`config.mk`:
```
export PLATFORM = sky130hd
export DESIGN_NAME = crcg_div_cell
export DESIGN_NICKNAME = d
export VERILOG_FILES = /design/src/crcg_pkg.sv /design/src/crcg_div_cell.sv
export SDC_FILE = /design/constraint.sdc
export NUM_CORES = 1
export LEC_CHECK = 0
export ABC_CLOCK_PERIOD_IN_PS = 6900
export BUFFER_PORTS_ARGS = -buffer_cell sky130_fd_sc_hd__buf_2
export CORE_UTILIZATION = 25
export DETAILED_ROUTE_END_ITERATION = 16
export PLACE_DENSITY = 0.53
export SYNTH_ARGS = -nofsm -noshare
export SYNTH_HDL_FRONTEND = slang
export SYNTH_SLANG_ARGS = --single-unit
```
`constraint.sdc`:
```
create_clock -name clock -period 6.9 [get_ports clock]
set_input_delay 0.345 -clock clock [delete_from_list [all_inputs] [get_ports clock]]
set_output_delay 0.345 -clock clock [all_outputs]
set_load 0.01 [all_outputs]
```
`src/crcg_pkg.sv`:
```
package crcg_pkg;

   // operation bit meanings
   localparam int unsigned OpRodBit = 0;

   // pipeline depths
   localparam int unsigned SqrtCells = 33;
   localparam int unsigned DivCells  = 15;

   localparam logic [14:0] NormMax = 15'h7fff;

   // item as it travels through the front of the pipe
   typedef struct packed {
      logic        is_rod;
      logic        sx;
      logic        sy;
      logic [32:0] ax;
      logic [32:0] ay;
      logic [31:0] len;
      logic [15:0] bnc;
   } crcg_item_type;

   // one square-root cell's working set
   typedef struct packed {
      crcg_item_type item;
      logic [65:0]   rad;
      logic [35:0]   rem;
      logic [32:0]   root;
   } crcg_sq_type;

   // one divider cell's working set (both normal lanes)
   typedef struct packed {
      logic        is_rod;
      logic        contact;
      logic        compressed;
      logic        zero;
      logic        sat_x;
      logic        sat_y;
      logic        sx;
      logic        sy;
      logic [31:0] pen;
      logic [15:0] bnc;
      logic [32:0] span;
      logic [32:0] rem_x;
      logic [32:0] rem_y;
      logic [14:0] q_x;
      logic [14:0] q_y;
   } crcg_div_type;

endpackage

```
`src/crcg_div_cell.sv`:
```
module crcg_div_cell
   import crcg_pkg::*;
(
   input  logic         clock,
   input  logic         reset,
   input  logic         advance,
   input  logic         in_valid,
   input  crcg_div_type in_data,
   output logic         out_valid,
   output crcg_div_type out_data
);

   logic         valid_ff;
   crcg_div_type data_ff;
   crcg_div_type data_in;
   logic [33:0]  sh_x;
   logic [33:0]  sh_y;
   logic [33:0]  dv;
   logic [33:0]  df_x;
   logic [33:0]  df_y;
   logic         ge_x;
   logic         ge_y;

   // take one quotient bit on each lane
   always_comb begin
      dv      = {1'b0, in_data.span};
      sh_x    = {in_data.rem_x, 1'b0};
      sh_y    = {in_data.rem_y, 1'b0};
      ge_x    = sh_x >= dv;
      ge_y    = sh_y >= dv;
      df_x    = sh_x - dv;
      df_y    = sh_y - dv;
      data_in = in_data;
      data_in.rem_x = ge_x ? df_x[32:0] : sh_x[32:0];
      data_in.rem_y = ge_y ? df_y[32:0] : sh_y[32:0];
      data_in.q_x   = {in_data.q_x[13:0], ge_x};
      data_in.q_y   = {in_data.q_y[13:0], ge_y};
   end

   always_ff @(posedge clock) begin
      if (reset) begin
         valid_ff <= 1'b0;
      end else if (advance) begin
         valid_ff <= in_valid;
      end
   end

   always_ff @(posedge clock) begin
      if (advance) begin
         data_ff <= data_in;
      end
   end

   assign out_valid = valid_ff;
   assign out_data  = data_ff;

endmodule

```
==> impl_metrics.xml <==
<?xml version="1.0" encoding="UTF-8"?>
<metrics>
  <group name="global_routing">
    <metric name="grt_use_total" unit="">0.155</metric>
    <metric name="number_of_antenna_violations_at_the_first_check_in_global_routing" unit="">11</metric>
    <metric name="grt_pass1_wl" unit="um">46700</metric>
    <metric name="global_route.overflow_total" unit="">0</metric>
    <metric name="first_global_vias" unit="">7871</metric>
    <metric name="grt_start_max_net_pins" unit="">115</metric>
  </group>
  <group name="cts">
    <metric name="clock_tree.root_cell" unit="">clkbuf_16</metric>
    <metric name="setup_fix_buffers_added_after_clock_tree_synthesis" unit="">0</metric>
    <metric name="htreeDepth" unit="">4</metric>
    <metric name="cts-buffers-inserted" unit="">17</metric>
    <metric name="clk_pin_slew" unit="ns">0.07</metric>
    <metric name="post_cts_gate_resize_count" unit="">0</metric>
    <metric name="cts.sinks" unit="">186</metric>
    <metric name="cts-hold-fix-buffers" unit="">0</metric>
    <metric name="max-clock-path-buffers" unit="">2</metric>
    <metric name="cts_tree" unit="">built</metric>
    <metric name="worstSkewPairLatency" unit="ns">0.45</metric>
  </group>
  <group name="timing">
    <metric name="fin_crit" unit="ns">3.46</metric>
    <metric name="final_setup_tns" unit="ns">0</metric>
    <metric name="max_freq" unit="GHz">0.289</metric>
    <metric name="grt_setup_unrepaired" unit="">false</metric>
    <metric name="clock_skew" unit="ns">0</metric>
    <metric name="max-slew-margin-rel" unit="">0.333</metric>
    <metric name="slew_viol_final" unit="">0</metric>
    <metric name="period_share" unit="">0.501</metric>
    <metric name="timing_worst_slew_pin_value" unit="ns">1.00</metric>
    <metric name="final_worst_path_setup_slack" unit="ns">3.44</metric>
    <metric name="finalSetupViolations" unit="">0</metric>
    <metric name="hold_violations" unit="">0</metric>
  </group>
  <group name="power_and_ir_drop">
    <metric name="total_switching_power" unit="mW">0.907</metric>
    <metric name="cellPowerDensity" unit="nW/um^2">238</metric>
    <metric name="pwr-share-comb" unit="">0.235</metric>
    <metric name="cellLeakagePower" unit="nW">5.53</metric>
    <metric name="share_seq_of_total_power" unit="">0.463</metric>
    <metric name="netSwitchingFraction" unit="">0.296</metric>
    <metric name="max-vdd-ir-drop" unit="mV">0.166</metric>
    <metric name="report.power.total" unit="mW">3.07</metric>
    <metric name="clock_group_share_of_total_power" unit="">0.302</metric>
    <metric name="cellInternalPower" unit="mW">2.16</metric>
  </group>
  <group name="hold_path">
    <metric name="holdCritPathClass" unit="">in -&gt; reg</metric>
  </group>
  <group name="logic_synthesis">
    <metric name="yosys-mux-area-fraction" unit="">0.00542</metric>
    <metric name="combinational_family_with_the_most_area_after_synthesis" unit="">compound AO/OA/AOI/OAI gates</metric>
    <metric name="synth_edf_count" unit="">185</metric>
    <metric name="synthDistinctLibCells" unit="">64</metric>
    <metric name="synth_nets" unit="">1122</metric>
    <metric name="postSynthAreaPerCell" unit="sq um">11.5</metric>
    <metric name="synth.cell_area" unit="sq um">9930</metric>
    <metric name="synthAdderAreaFrac" unit="">0.0872</metric>
    <metric name="synth-main-ff-cell" unit="">edfxtp_1</metric>
    <metric name="synth-warning-count" unit="">0</metric>
    <metric name="synth-seq-area-share" unit="">0.561</metric>
    <metric name="async_flop_share" unit="">0</metric>
    <metric name="synth.top_cells.by_area" unit="">edfxtp_1 (56%), ha_1 (8.3%), o21ai_0 (3.9%), nand2_1 (3.2%), a21oi_1 (3.2%)</metric>
    <metric name="synth_cells" unit="">865</metric>
    <metric name="synth-compound-area-share" unit="">0.162</metric>
    <metric name="synth_top_area_cell" unit="">edfxtp_1</metric>
    <metric name="register_bit_count_reported_by_yosys" unit="">186</metric>
    <metric name="synth_top_area_frac" unit="">0.559</metric>
    <metric name="synth-simple-area-share" unit="">0.102</metric>
    <metric name="synth.most_common_cell" unit="">edfxtp_1</metric>
    <metric name="synth_commonest_cells" unit="">edfxtp_1 (185), nand2_1 (86), o21ai_0 (77)</metric>
    <metric name="synth_xor_area_frac" unit="">0.0467</metric>
  </group>
  <group name="setup_path">
    <metric name="worstPathMaxFanout" unit="">45</metric>
    <metric name="cp_top_family" unit="">compound AO/OA/AOI/OAI gates</metric>
    <metric name="critical_path.max_stage_delay" unit="ns">0.62</metric>
    <metric name="critical_path.cell_chain" unit="">buf_2, inv_1, ha_1, a21o_1, a211oi_1, a31oi_1, a2111o_1, a311oi_1, o21a_2, buf_4, o21ai_0</metric>
    <metric name="worstPathArrival" unit="ns">3.63</metric>
    <metric name="worstSetupStartpointType" unit="">primary input</metric>
    <metric name="critical_path.n_buffers_inverters" unit="">3</metric>
    <metric name="startpoint_to_endpoint_class_of_the_critical_path" unit="">in -&gt; reg</metric>
    <metric name="critical-path-slowest-cell" unit="">a2111o_1</metric>
    <metric name="endpoint_kind" unit="">flip-flop</metric>
    <metric name="worst-endpoint-required" unit="ns">7.08</metric>
  </group>
  <group name="finish">
    <metric name="final_layout_size_suffix_gt1_frac" unit="">0.335</metric>
    <metric name="fillCellCount" unit="">4011</metric>
    <metric name="nNetsFinal" unit="">1489</metric>
    <metric name="layout-area-overhead-vs-synth" unit="%">29.9</metric>
  </group>
  <group name="status">
    <metric name="status" unit="">completed</metric>
  </group>
  <group name="floorplanning">
    <metric name="core.rowCount" unit="">72</metric>
    <metric name="fp.coreArea" unit="sq um">38900</metric>
    <metric name="die_h" unit="um">201</metric>
    <metric name="design.die.area" unit="sq um">40500</metric>
    <metric name="initial_core_util" unit="">0.255</metric>
    <metric name="io_pins" unit="">375</metric>
    <metric name="die-width" unit="um">201</metric>
  </group>
  <group name="route">
    <metric name="via_count" unit="">8141</metric>
    <metric name="drt-met1-wl" unit="um">12800</metric>
    <metric name="length_of_the_first_detailed_routing_pass_in_iterations" unit="">5</metric>
    <metric name="drt_iter0_drc" unit="">468</metric>
    <metric name="remaining_drc_errors" unit="">0</metric>
    <metric name="wl_met3" unit="um">2040</metric>
    <metric name="routed_wire_length_per_instance" unit="um">18.1</metric>
    <metric name="postRouteAntennaNets" unit="">0</metric>
    <metric name="top_layer_used" unit="">met5</metric>
    <metric name="totalWireLength" unit="um">32000</metric>
    <metric name="dr_wl_met2" unit="um">16200</metric>
    <metric name="viasPerCell" unit="">4.60</metric>
  </group>
  <group name="place">
    <metric name="dp_hpwl" unit="um">25900</metric>
    <metric name="gp_routability_congestion" unit="">0.833</metric>
    <metric name="place.port_buffers" unit="">372</metric>
    <metric name="dp_worst_setup_slack" unit="ns">2.95</metric>
  </group>
  <group name="job">
    <metric name="maxCapViolations" unit="">0</metric>
  </group>
</metrics>
[metal layers]
layer,vias to the layer above,GRT usage
met5,-,0
met4,10,0.0709
met3,50,0.0436
met2,285,0.274
met1,3821,0.171
li1,3975,-
[final cells by class]
| class | count | area [sq um] | share of cell area |
|---|---|---|---|
| clock buffer | 22 | 454 | 0.0352 |
| inverter | 56 | 210 | 0.0163 |
| tap | 518 | 648 | 0.0502 |
| timing repair buffer | 377 | 1910 | 0.148 |
| multi-input combinational | 594 | 4010 | 0.311 |
| clock inverter | 10 | 86.3 | 0.00669 |
| sequential | 186 | 5580 | 0.432 |
| antenna | 5 | 12.5 | 0.000970 |
[cell families (layout without fill, tap and decap cells)]
kind of cell	count (synthesis)	count (layout)
other	0	5
AND/OR/NAND/NOR	213	213
AO/OA/AOI/OAI	255	255
adder cells (fa/ha/maj)	68	68
multiplexers	5	5
buffers and inverters	85	465
XOR/XNOR	53	53
flip-flops	186	186
[stage by stage]
step                utilization  hold WS (ns)  cells  instance area (sq um)
global route              0.331        0.0212   1767                  12900
detailed placement        0.317         0.494   1731                  12300
finish                    0.332        0.0368   1768                  12900
floorplan                     -         0.417    865                   9930
global placement          0.317         0.474   1731                  12300
CTS                       0.331       0.00768   1763                  12900
[worst register-to-register path: stages (launching register included)]
cell and delay [ns]:
dfxtp_1 0.32, mux2i_1 0.12, nor2_1 0.05
[power groups by stage]
stage | sequential, mW | clock, mW | combinational (mW)
5_1_grt | 1.43 | 0.995 | 0.799
3_5_place_dp | 1.44 | 0 | 0.730
3_3_place_gp | 1.44 | 0 | 0.725
6_report | 1.42 | 0.925 | 0.722
2_1_floorplan | 1.51 | 0 | 0.344
4_1_cts | 1.42 | 0.960 | 0.733
[state kept, by name, indices dropped and copies added (netlist names)]
register	flops
out_data	185
out_valid	1
[placed cells by master, fill, tap and decap left out, types with 4 or more instances in the layout]
cell / n
a21o_1: 25
o21bai_1: 4
and4_1: 4
nor3_1: 8
nor2b_1: 10
and3_1: 9
clkbuf_1: 4
o31ai_1: 9
o21a_1: 6
a211oi_1: 10
inv_1: 55
nand2_1: 86
o21ai_0: 77
nand2b_1: 6
edfxtp_1: 185
o211ai_1: 4
a211o_1: 4
clkbuf_16: 17
nor3b_1: 4
o21ai_1: 7
ha_1: 66
or2_2: 4
buf_4: 5
nand4_1: 10
a31oi_1: 13
diode_2: 5
xor2_1: 20
buf_2: 371
a21oi_1: 63
or3_1: 5
nand3_1: 18
xnor2_1: 33
nor2_1: 38
[path summary, 6_finish.rpt]
kind                          startpoint                     end  slack, ns  cells after the start
hold / removal                     reset  out_valid$_SDFFE_PP0P_       0.04                      2
setup / recovery            in_data[103]  out_data[36]$_DFFE_PP_       3.44                     11
setup reg to reg  out_valid$_SDFFE_PP0P_  out_valid$_SDFFE_PP0P_       6.31                      2
hold reg to reg   out_valid$_SDFFE_PP0P_  out_valid$_SDFFE_PP0P_       0.51                      2
Note: power is estimated with default switching activity, not from simulation.
