--- src/crcg_pkg.sv ---
package crcg_pkg;

   // operation bit meanings
   localparam int unsigned OpRodBit = 0;

   // pipeline depths
   localparam int unsigned SqrtCells = 33;
   localparam int unsigned DivCells  = 15;

   localparam logic [14:0] NormMax = 15'h7fff;

   // item as it travels through the front of the pipe
   typedef struct packed {
      logic        is_rod;
      logic        sx;
      logic        sy;
      logic [32:0] ax;
      logic [32:0] ay;
      logic [31:0] len;
      logic [15:0] bnc;
   } crcg_item_type;

   // one square-root cell's working set
   typedef struct packed {
      crcg_item_type item;
      logic [65:0]   rad;
      logic [35:0]   rem;
      logic [32:0]   root;
   } crcg_sq_type;

   // one divider cell's working set (both normal lanes)
   typedef struct packed {
      logic        is_rod;
      logic        contact;
      logic        compressed;
      logic        zero;
      logic        sat_x;
      logic        sat_y;
      logic        sx;
      logic        sy;
      logic [31:0] pen;
      logic [15:0] bnc;
      logic [32:0] span;
      logic [32:0] rem_x;
      logic [32:0] rem_y;
      logic [14:0] q_x;
      logic [14:0] q_y;
   } crcg_div_type;

endpackage

--- src/crcg_sqrt_cell.sv ---
module crcg_sqrt_cell
   import crcg_pkg::*;
(
   input  logic        clock,
   input  logic        reset,
   input  logic        advance,
   input  logic        in_valid,
   input  crcg_sq_type in_data,
   output logic        out_valid,
   output crcg_sq_type out_data
);

   logic        valid_ff;
   crcg_sq_type data_ff;
   crcg_sq_type data_in;
   logic [37:0] rem_sh;
   logic [37:0] trial;
   logic [37:0] diff;
   logic        ge;

   // resolve one root bit from the next radicand pair
   always_comb begin
      rem_sh  = {in_data.rem, in_data.rad[65:64]};
      trial   = {3'b000, in_data.root, 2'b01};
      ge      = rem_sh >= trial;
      diff    = rem_sh - trial;
      data_in = in_data;
      data_in.rad  = {in_data.rad[63:0], 2'b00};
      data_in.rem  = ge ? diff[35:0] : rem_sh[35:0];
      data_in.root = {in_data.root[31:0], ge};
   end

   always_ff @(posedge clock) begin
      if (reset) begin
         valid_ff <= 1'b0;
      end else if (advance) begin
         valid_ff <= in_valid;
      end
   end

   always_ff @(posedge clock) begin
      if (advance) begin
         data_ff <= data_in;
      end
   end

   assign out_valid = valid_ff;
   assign out_data  = data_ff;

endmodule

--- config.mk ---
export PLATFORM = sky130hd
export DESIGN_NAME = crcg_sqrt_cell
export DESIGN_NICKNAME = d
export VERILOG_FILES = /design/src/crcg_pkg.sv /design/src/crcg_sqrt_cell.sv
export SDC_FILE = /design/constraint.sdc
export NUM_CORES = 1
export LEC_CHECK = 0
export BUFFER_PORTS_ARGS = -buffer_cell sky130_fd_sc_hd__clkbuf_2
export CELL_PAD_IN_SITES_DETAIL_PLACEMENT = 1
export CELL_PAD_IN_SITES_GLOBAL_PLACEMENT = 1
export CORE_AREA = 2 2 197 199
export CTS_CLUSTER_SIZE = 10
export DETAILED_ROUTE_END_ITERATION = 6
export DIE_AREA = 0 0 199 201
export GPL_ROUTABILITY_DRIVEN = 0
export GPL_TIMING_DRIVEN = 0
export PLACE_DENSITY = 0.74
export SYNTH_ARGS = -nofsm -noshare
export SYNTH_HDL_FRONTEND = slang
export SYNTH_SLANG_ARGS = --single-unit
--- constraint.sdc ---
create_clock -name clock -period 6.05 [get_ports clock]
set_input_delay 1.21 -clock clock [delete_from_list [all_inputs] [get_ports clock]]
set_output_delay 1.21 -clock clock [all_outputs]
set_load 0.02 [all_outputs]
==> results.cfg, run 1 <==
[placement]
portBuffers = 506
numPlacedInstances = 1649
dpl.hpwl_mm = 30.5

[timing]
finClkSkew_ns = 0
slew_violations = 0
period_share = 0.628
fmaxAchievable_mhz = 263
hold_viol = 0
slew_headroom = 0.466
tightest_slew_ns = 0.791
min_period_ns = 3.80
setup_viol = 0
rsz0062_at_grt = false

[cells_and_area]
fillers = 4173
final_util = 0.380
syn2layout_area_growth_pct = 40.0
finalNetCount = 1455
layout.cells.non_filler = 1695
drive_above_1_share = 0.517

[logic_synthesis]
synth-seq-area-share = 0.728
synthFlopType = edfxtp_1
ys_ff_latch = 251
async_flop_share = 0
synth_edf_count = 250
postSynthCellCount = 622
ys_types = 61
syn_area_per_cell_sq_um = 16.6
syn-cell-area_sq_um = 10300
yosys_warnings = 0

[die]
ioPinCount = 509
coreArea_sq_um = 38100
die_h_microns = 201
initial_core_util = 0.271
die_w_microns = 199
rows = 72
die_area_sq_um = 40000

[setup_path]
reg2reg_to = out_valid$_SDFFE_PP0P_
arrival_ns = 4.12
r2r_start = out_valid$_SDFFE_PP0P_
critical_path_depth = 12
crit_slowest_cell = nor2_4
cp.required_ns = 6.37
cp-start-kind = input pin
worstPathCellList = clkbuf_2, inv_1, ha_1, o21a_1, nor4b_1, o31a_2, nor2_4, o211ai_2, nor4_4, nor2_4, buf_12, mux2_4
cpPeakStageDelay_ns = 0.46
path_class = input pin to flop
crit_buf_inv = 3
rr_worst_depth = 2
critPathMaxFanout = 10
r2r_slack_ns = 5.43
endpoint_kind = flop
crit_family = simple AND/OR/NAND/NOR gates
cpMostUsedCell = nor2_4

[global_routing]
grt_use_met1 = 0.188
grt_first_pass_wirelength_mm = 53.5
gr-usage-met2 = 0.335
grt_pass1_vias = 8117
top_usage_layer = met2
grt_usage = 0.183
grt_max_degree = 96
overflow = 0
antenna_found_initial = 12
met3_usage = 0.0724

[cts]
hold_buffers = 0
cts_tree = built
post_cts.repair.setup_buffers = 0
cts-root-buf = clkbuf_16
max-clock-path-buffers = 3
clock_sinks = 251
htree_levels = 1
cts_buffers = 31
path_clk_slew_ns = 0.06
cts_resized = 0
clk_latency_ns = 0.57

[routing]
antenna_left = 0
drt_wl_total_mm = 37.9
drc_errors = 0
drt-pass1-iter-count = 4
wl_per_cell_microns = 22.4
drtIter0Drc = 349
vias = 7591
vias_per_cell = 4.48

[power_and_ir_drop]
peakVddDrop_mv = 0.198
power.density_nw_per_um2 = 326
p_leak_nw = 6.49

[worst_hold_path]
hold_path_end = out_valid$_SDFFE_PP0P_
min-delay-start = out_valid$_SDFFE_PP0P_
min-delay-path-class = flop to flop
min_path_cells = 2

[job]
max-cap-violations = 0

[status]
status = finished, final reports clean
==> logic make-up after synthesis <==
family,synth area share
flip-flops,0.728
AND/OR/NAND/NOR,0.0557
AO/OA/AOI/OAI,0.0691
buffers and inverters,0.0282
multiplexers,0.0483
adder cells (fa/ha/maj),0.0424
XOR/XNOR,0.0280
other,0.000363
==> cell type report <==
type | count | area (sq um) | share of cell area
multi-input cells | 315 | 2520 | 0.174
repair buffers | 508 | 2600 | 0.179
diodes | 2 | 5.00 | 0.000346
clock buffers | 38 | 802 | 0.0554
plain buffers | 12 | 123 | 0.00847
well taps | 518 | 648 | 0.0448
flip-flops and latches | 251 | 7530 | 0.520
inverters | 45 | 169 | 0.0117
clock inverters | 6 | 77.6 | 0.00536
==> layer usage <==
| metal | up-vias | wire length, microns |
|---|---|---|
| li1 | 3466 | - |
| met1 | 3700 | 13300 |
| met2 | 329 | 19400 |
| met3 | 78 | 3700 |
| met4 | 18 | 1400 |
| met5 | - | 110 |
==> cell usage after synthesis, types with 4 or more instances <==
cell type,instances,share of area
a211o_1,6,0.0051
a21o_1,15,0.011
a21oi_1,26,0.013
a21oi_2,4,0.0034
and2_1,4,0.0024
and3_1,8,0.0048
edfxtp_1,250,0.73
ha_1,35,0.042
inv_1,45,0.016
mux2_2,7,0.0076
mux2_4,26,0.038
nand2_1,27,0.0098
nand2b_1,6,0.0036
nand3_1,12,0.0058
nand4_1,6,0.0036
nor2_1,15,0.0054
nor3_1,7,0.0034
o211ai_1,4,0.0029
o21a_1,7,0.0051
o21ai_0,13,0.0063
o31ai_1,5,0.0036
xnor2_1,23,0.019
xor2_1,10,0.0085
==> worst register-to-register path: stages (launching register included) <==
cell,delay [ns]
dfxtp_1,0.32
mux2i_1,0.14
nor2_1,0.06
==> cell usage in the layout, fill, tap and decap left out, drive strengths merged, types with 15 or more instances in the layout <==
master,synthesis,layout
a21oi,30,30
inv,45,46
clkbuf,4,548
ha,35,35
a21o,15,15
xnor2,23,23
mux2,33,33
edfxtp,250,250
nand2,27,27
nor2,17,17
==> where the power goes <==
group	switching, mW	total [mW]	internal, mW
Sequential	0.0484	2.15	2.11
Combinational	0.548	0.887	0.339
Clock	0.710	1.68	0.966
==> stage by stage <==
stage / TNS [ns] / cell area, sq um / hold WS, ns / setup slack (ns) / power [mW]
2_1_floorplan: 0 / 10300 / 0.579 / 2.44 / 2.68
3_3_place_gp: -53.96 / 13500 / 0.489 / -0.271 / 3.08
3_5_place_dp: 0 / 13600 / 0.530 / 1.47 / 3.08
4_1_cts: 0 / 14500 / 0.543 / 2.08 / 4.79
5_1_grt: 0 / 14500 / 0.566 / 1.93 / 4.90
6_report: 0 / 14500 / 0.546 / 2.25 / 4.72
==> flip-flops by register name, summed over array words and instances (netlist names) <==
| signal | cells |
|---|---|
| out_data | 250 |
| out_valid | 1 |
==> worst max-delay path by stage <==
stage | to | from | slack, ns
3_3_place_gp | out_valid$_SDFFE_PP0P_ | advance | -0.27
4_1_cts | out_data[49]$_DFFE_PP_ | in_data[5] | 2.08
6_report | out_data[49]$_DFFE_PP_ | in_data[5] | 2.25
2_1_floorplan | out_data[41]$_DFFE_PP_ | in_data[16] | 2.44
3_5_place_dp | out_data[49]$_DFFE_PP_ | in_data[5] | 1.47
5_1_grt | out_data[49]$_DFFE_PP_ | in_data[5] | 1.93
Power figures use the tool's default switching activity.
==> run 2: changes to the inputs <==
- PLACE_DENSITY: 0.74 -> 0.77
- clock period: 6.05 -> 3.2 ns (I/O delays scaled with it)
==> run 2 against run 1 <==
Effect of this change:
- first-iteration DRC count rose by 14%
- hold slack lost 0.32 ns
- sequential cell count did not move
- clock-buffer cell count is 11 higher
- total power grew 93%
- critical endpoint is now out_data[56]$_DFFE_PP_
- largest power group unchanged
==> results.cfg, run 2 (synthesis gave the netlist of run 1 again) <==
[status]
status = finished, final reports clean

[cells_and_area]
finalNetCount = 1458
largest_register_ffs = 250
syn2layout_area_growth_pct = 41.1
drive_above_1_share = 0.512
final_common_cell = clkbuf_2
layout_common_cells = clkbuf_2, edfxtp_1, inv_1
final_area_sq_um = 14600

[die]
rows = 72
initial_core_util = 0.271
coreArea_sq_um = 38100
die_area_sq_um = 40000
ioPinCount = 509
die_w_microns = 199
die_h_microns = 201

[power_and_ir_drop]
power.density_nw_per_um2 = 625
peakVddDrop_mv = 0.405
p_leak_nw = 6.54

[cts]
htree_levels = 1
clock_sinks = 251
cts_buffers = 31
path_clk_slew_ns = 0.06
cts-root-buf = clkbuf_16
post_cts.repair.setup_buffers = 3
cts_tree = built
clk_latency_ns = 0.57
hold_buffers = 0
max-clock-path-buffers = 3
cts_resized = 0

[global_routing]
overflow = 0
grt_usage = 0.191
grt_max_degree = 110
grt_pass1_vias = 8187
antenna_found_initial = 5
grt_first_pass_wirelength_mm = 55.3

[placement]
dpl.hpwl_mm = 31.9
placed_area_sq_um = 13600
dp_worst_setup_slack_ns = -0.671
portBuffers = 506

[setup_path]
reg2reg_to = out_valid$_SDFFE_PP0P_
arrival_ns = 3.39
cp.required_ns = 3.54
worstPathCellList = clkbuf_2, inv_1, ha_1, and2_1, o2111ai_1, and2_1, o311ai_0, o211ai_1, xnor2_1, mux2_4
path_class = input pin to flop
critical_path_depth = 10
critPathMaxFanout = 6
r2r_start = out_valid$_SDFFE_PP0P_
r2r_slack_ns = 2.59
crit_buf_inv = 2
cp-start-kind = input pin
rr_worst_depth = 2
cpPeakStageDelay_ns = 0.78
crit_slowest_cell = o311ai_0
crit_family = compound AO/OA/AOI/OAI gates
endpoint_kind = flop
cpMostUsedCell = and2_1

[worst_hold_path]
hold_path_end = out_data[107]$_DFFE_PP_
min-delay-path-class = input pin to flop
min_path_cells = 1
min-delay-start = in_data[105]

[timing]
slew_headroom = 0.417
finClkSkew_ns = 0
slew_violations = 0
min_period_ns = 3.04
setup_slack_ns = 0.156
fmaxAchievable_mhz = 329
hold_viol = 0
tightest_slew_ns = 0.864
rsz0062_at_grt = false
period_share = 0.951
setup_viol = 0

[job]
max-cap-violations = 0

[routing]
vias_per_cell = 4.52
vias = 7728
drt-pass1-iter-count = 5
wl_per_cell_microns = 23.2
drt_wl_total_mm = 39.7
drtIter0Drc = 399
antenna_left = 0
drc_errors = 0
## run 2: cell types whose count changed in the layout (fill, tap and decap cells not counted), sizes merged
| cell | change |
|---|---|
| clkbuf | +11 |
| buf | +3 |
| clkinv | +3 |
| clkinvlp | -2 |
| bufinv | +1 |
## run 2: metal layers
metal,track usage,vias to the layer above,routed length (microns)
met5,0,-,47
met4,0.0754,8,1740
met3,0.0667,81,3860
met2,0.343,358,20200
met1,0.202,3807,13900
li1,-,3474,-
## run 2: area by class of cell
cell class	count	area (sq um)
fillers	4112	23500
inverters	45	169
plain buffers	12	123
flip-flops and latches	251	7530
multi-input cells	315	2520
clock inverters	8	104
diodes	2	5.00
clock buffers	49	843
well taps	518	648
repair buffers	511	2640
## run 2: metrics by stage
step	hold slack (ns)	util	TNS [ns]	total power, mW	std cells
global placement	0.482	0.355	-665.47	5.84	1647
CTS	0.180	0.383	0	9.28	1709
global route	0.190	0.383	0	9.47	1709
finish	0.228	0.383	0	9.12	1711
detailed placement	0.531	0.357	-21.84	5.85	1649
floorplan	0.579	-	0	5.08	623
## run 2: worst register-to-register path, cell delays in order (launching register included)
cell and delay (ns):
dfxtp_1 0.31, mux2i_1 0.13, nor2_1 0.06
## run 2: worst max-delay path by stage
stage                start                     end
2_1_floorplan  in_data[16]  out_data[41]$_DFFE_PP_
3_3_place_gp       advance  out_valid$_SDFFE_PP0P_
3_5_place_dp    in_data[4]  out_data[49]$_DFFE_PP_
4_1_cts         in_data[4]  out_data[56]$_DFFE_PP_
5_1_grt         in_data[4]  out_data[56]$_DFFE_PP_
6_report        in_data[4]  out_data[56]$_DFFE_PP_
## run 2: power breakdown
group | switching, mW | internal (mW) | leakage (nW)
clock network | 1.38 | 1.96 | 0.450
logic | 1.06 | 0.651 | 3.64
registers | 0.0901 | 3.98 | 2.46
